<file path="src/rtl/core/dns_name_decompressor_assert.svh">
// assertion helpers for the name decompressor
`ifndef DNS_NAME_DECOMPRESSOR_ASSERT_SVH
`define DNS_NAME_DECOMPRESSOR_ASSERT_SVH

// same-cycle implication
`define DND_ASSERT_SAME(lbl, pre, post) \
    lbl: assert property (@(posedge i_clk) disable iff (!i_rst_n) (pre) |-> (post)) \
        else $error("dns name decompressor: check failed");

// next-cycle implication
`define DND_ASSERT_NEXT(lbl, pre, post) \
    lbl: assert property (@(posedge i_clk) disable iff (!i_rst_n) (pre) |=> (post)) \
        else $error("dns name decompressor: check failed");

`endif

</file>
<file path="src/rtl/core/dnd_ram.sv">
module dnd_ram #(
    parameter int WIDTH = 8,
    parameter int DEPTH = 256
) (
    input  logic                     i_clk,
    input  logic                     i_we,
    input  logic [$clog2(DEPTH)-1:0] i_waddr,
    input  logic [WIDTH-1:0]         i_wdata,
    input  logic [$clog2(DEPTH)-1:0] i_raddr,
    output logic [WIDTH-1:0]         o_rdata
);

    logic [WIDTH-1:0] r_mem [DEPTH];
    logic [WIDTH-1:0] r_rdata;

    always_ff @(posedge i_clk) begin
        if (i_we) begin
            r_mem[i_waddr] <= i_wdata;
        end
        r_rdata <= r_mem[i_raddr];
    end

    assign o_rdata = r_rdata;

endmodule

</file>
<file path="config.mk">
export PLATFORM = sky130hd
export DESIGN_NAME = dnd_ram
export DESIGN_NICKNAME = d
export VERILOG_FILES = /design/src/rtl/core/dns_name_decompressor_assert.svh /design/src/rtl/core/dnd_ram.sv
export SDC_FILE = /design/constraint.sdc
export NUM_CORES = 2
export LEC_CHECK = 0
export BUFFER_PORTS_ARGS = -buffer_cell sky130_fd_sc_hd__buf_4
export CAP_MARGIN = 20
export CORE_AREA = 10 10 488 490
export CTS_BUF_LIST = sky130_fd_sc_hd__clkbuf_2 sky130_fd_sc_hd__clkbuf_4 sky130_fd_sc_hd__clkbuf_8
export DETAILED_ROUTE_END_ITERATION = 12
export DIE_AREA = 0 0 498 500
export PLACE_DENSITY = 0.54
export SLEW_MARGIN = 10
export SYNTH_ARGS = -nofsm -noshare
export SYNTH_HDL_FRONTEND = slang
export SYNTH_SLANG_ARGS = --single-unit
</file>
<file path="constraint.sdc">
create_clock -name i_clk -period 7.5 [get_ports i_clk]
set_input_delay 1.5 -clock i_clk [delete_from_list [all_inputs] [get_ports i_clk]]
set_output_delay 1.5 -clock i_clk [all_outputs]
set_load 0.005 [all_outputs]
</file>
==> results.json <==
{
  "maxSlewHeadroom_pct": 24.8,
  "reg2reg_to": "o_rdata[6]",
  "core_sq_um": 229000,
  "grt_use_total_pct": 16.6,
  "drive_above_1_share_pct": 27.3,
  "cp.required_ps": 8350,
  "ys_top_cells_by_count": "2048 x edfxtp_1, 454 x mux4_2, 282 x nor2_1",
  "ir_worst_vdd_mv": 0.179,
  "layout_setup_ws_ps": 3340,
  "drc": 0,
  "routabilityCongestion": 0.802,
  "critPathKind": "primary input to flip-flop",
  "std_cell_rows": 176,
  "yosys.area.top_type_share_pct": 77.3,
  "dp_slack_ps": 2350,
  "clk_latency_ps": 1060,
  "power_density_nw_per_um2": 261,
  "antenna_found_initial": 11,
  "min_to": "r_mem[84][5]",
  "fin_crit_ps": 4160,
  "r2r_cells": 6,
  "slowest_delay_ps": 860,
  "grt-ovfl-total": 0,
  "tightest_slew_ps": 1120,
  "nNetsFinal": 4023,
  "avgSynthCellArea_sq_um": 21.3,
  "synth_area_leaders": "edfxtp_1 77%, mux4_2 13%, mux2i_1 1.7%, nor2_1 1.3%, a22oi_1 1.3%",
  "synth_area_sq_um": 79600,
  "grt_pass1_wl_microns": 302000,
  "clk_pin_slew_ps": 60,
  "grt_max_degree": 169,
  "yosysWarnings": 0,
  "cts-root-buf": "clkbuf_8",
  "synth_cells": 3733,
  "cp_max_fo": 41,
  "synth_edf_count": 2048,
  "whs_path_depth": 1,
  "synth_most_common_cell": "edfxtp_1",
  "hold_viol": 0,
  "synth-main-ff-cell": "edfxtp_1",
  "setup_viol": 0,
  "cts_tree": "built",
  "via_per_inst": 5.42,
  "die_w_microns": 498,
  "min_path_type": "primary input to flip-flop",
  "async_flop_share_pct": 0,
  "endpoint_kind": "flip-flop",
  "io_pins": 34,
  "crit_buf_inv": 2,
  "r2r-start": "r_mem[80][6]",
  "postRouteWirelength_microns": 212000,
  "fillCellCount": 20518,
  "cts_sinks": 2056,
  "detail_route.wl_per_cell_microns": 29.2,
  "io_buffers": 33,
  "fmax_ghz": 0.240,
  "die_height_microns": 500,
  "drv_cap": 0,
  "fin_skew_ps": 79.0,
  "place_hpwl_microns": 125000,
  "slowest_stage": "a211oi_1",
  "tns_ps": 0,
  "antenna_left": 0,
  "critPathLaunchType": "primary input",
  "syn_nets": 3759,
  "post-route-period-util_pct": 55.5,
  "synth_seq_cells": 2056,
  "rsz0062_at_grt": "no",
  "ys_seq_area_share_pct": 77.5,
  "crit_path_cell_trace": "buf_4 > buf_4 > nor2b_1 > nand2_1 > a311oi_1 > o221ai_1 > a211oi_1 > nor4_1",
  "first_pass_iters": 5,
  "crit_top_cell": "buf_4",
  "hp-start": "i_wdata[5]",
  "die_area_sq_um": 249000,
  "leakagePower_nw": 27.5,
  "initial_core_util_pct": 34.8,
  "status": "completed",
  "synth.distinct_cells": 55,
  "drv_slew": 0,
  "grt_pass1_vias": 40321,
  "critPathTopFamily": "compound AO/OA/AOI/OAI gates",
  "cts_max_path_buffers": 4,
  "drtIter0Drc": 4261,
  "cp_data_arrival_time_ps": 5010,
  "vias": 39403,
  "synth_top_area_cell": "edfxtp_1",
  "area_delta_synth_final_pct": 13.1,
  "postCtsSetupBuffers": 0,
  "cts_buffers": 357,
  "cts_resized": 0,
  "rrSetupSlack_ps": 4640,
  "hold_buffers": 0,
  "cts_max_level": 5
}
==> cell usage in the layout, fill, tap and decap left out, drive strengths merged, types with 2 or more instances in the layout <==
cell / Yosys / final
a2111oi: 5 / 5
a211oi: 16 / 16
a21oi: 96 / 96
a221oi: 14 / 14
a22o: 8 / 8
a22oi: 133 / 133
a311oi: 2 / 2
a31oi: 2 / 2
and2: 6 / 6
and3b: 2 / 2
buf: 122 / 137
bufinv: 0 / 3
clkbuf: 111 / 488
clkinv: 1 / 101
clkinvlp: 0 / 9
dfxtp: 8 / 8
diode: 0 / 9
edfxtp: 2048 / 2048
inv: 1 / 3
mux2i: 134 / 134
mux4: 456 / 456
nand2: 33 / 33
nand2b: 8 / 8
nand3: 34 / 34
nand3b: 2 / 2
nand4: 10 / 10
nor2: 282 / 282
nor2b: 31 / 31
nor3: 22 / 22
nor4: 27 / 27
o211ai: 10 / 10
o21ai: 12 / 12
o221ai: 47 / 47
o22a: 5 / 5
o22ai: 28 / 28
o32ai: 5 / 5
or2: 4 / 4
==> flip-flops by register name, summed over array words and instances, names as in the netlist <==
register  flops
o_rdata       8
r_mem      2048
==> kinds of logic after synthesis <==
family / share of synthesized area [%]
mux: 14.6
buf+inv: 1.83
flops: 77.5
compound gates: 3.42
simple gates: 2.63
==> layout make-up <==
class / instances / area [sq um] / share of cell area [%]
clock inverter: 114 / 592 / 0.658
sequential: 2056 / 61700 / 68.5
inverter: 2 / 7.51 / 0.00835
timing repair buffer: 138 / 1390 / 1.55
tap: 3026 / 3790 / 4.21
multi-input combinational: 1442 / 16600 / 18.4
clock buffer: 487 / 5930 / 6.59
antenna: 9 / 22.5 / 0.0250
==> power breakdown <==
group	internal [W]	switching, W
logic	0.000391	0.000766
registers	0.0127	0.0000336
clock network	0.00518	0.00443
==> routing by layer <==
layer	wire [microns]	up-vias	track usage [%]	share of wire [%]
met5	0	-	0	0
met2	102000	1527	26.9	48
li1	-	16267	-	-
met1	89500	21232	22.6	42
met4	6410	0	5.42	3.0
met3	14200	377	3.30	6.7
==> worst max-delay path by stage <==
stage	startpoint	end	cells past startpoint
2_1_floorplan	i_raddr[0]	o_rdata[2]	9
3_3_place_gp	i_raddr[0]	o_rdata[4]	8
3_5_place_dp	i_raddr[1]	o_rdata[6]	8
4_1_cts	i_raddr[1]	o_rdata[6]	8
5_1_grt	i_raddr[1]	o_rdata[6]	8
6_report	i_raddr[3]	o_rdata[3]	8
==> per-stage QoR <==
step / cell area (sq um) / total power [W] / hold slack, ps / cells / utilization [%]
3_5_place_dp: 83400 / 0.0141 / 977 / 6661 / 36.5
4_1_cts: 89900 / 0.0237 / 848 / 7262 / 39.3
2_1_floorplan: 79600 / 0.0135 / 770 / 3733 / -
6_report: 90000 / 0.0235 / 940 / 7274 / 39.4
5_1_grt: 89900 / 0.0242 / 901 / 7269 / 39.3
3_3_place_gp: 83200 / 0.0141 / 973 / 6649 / 36.4
(Power assumes the default switching activity.)
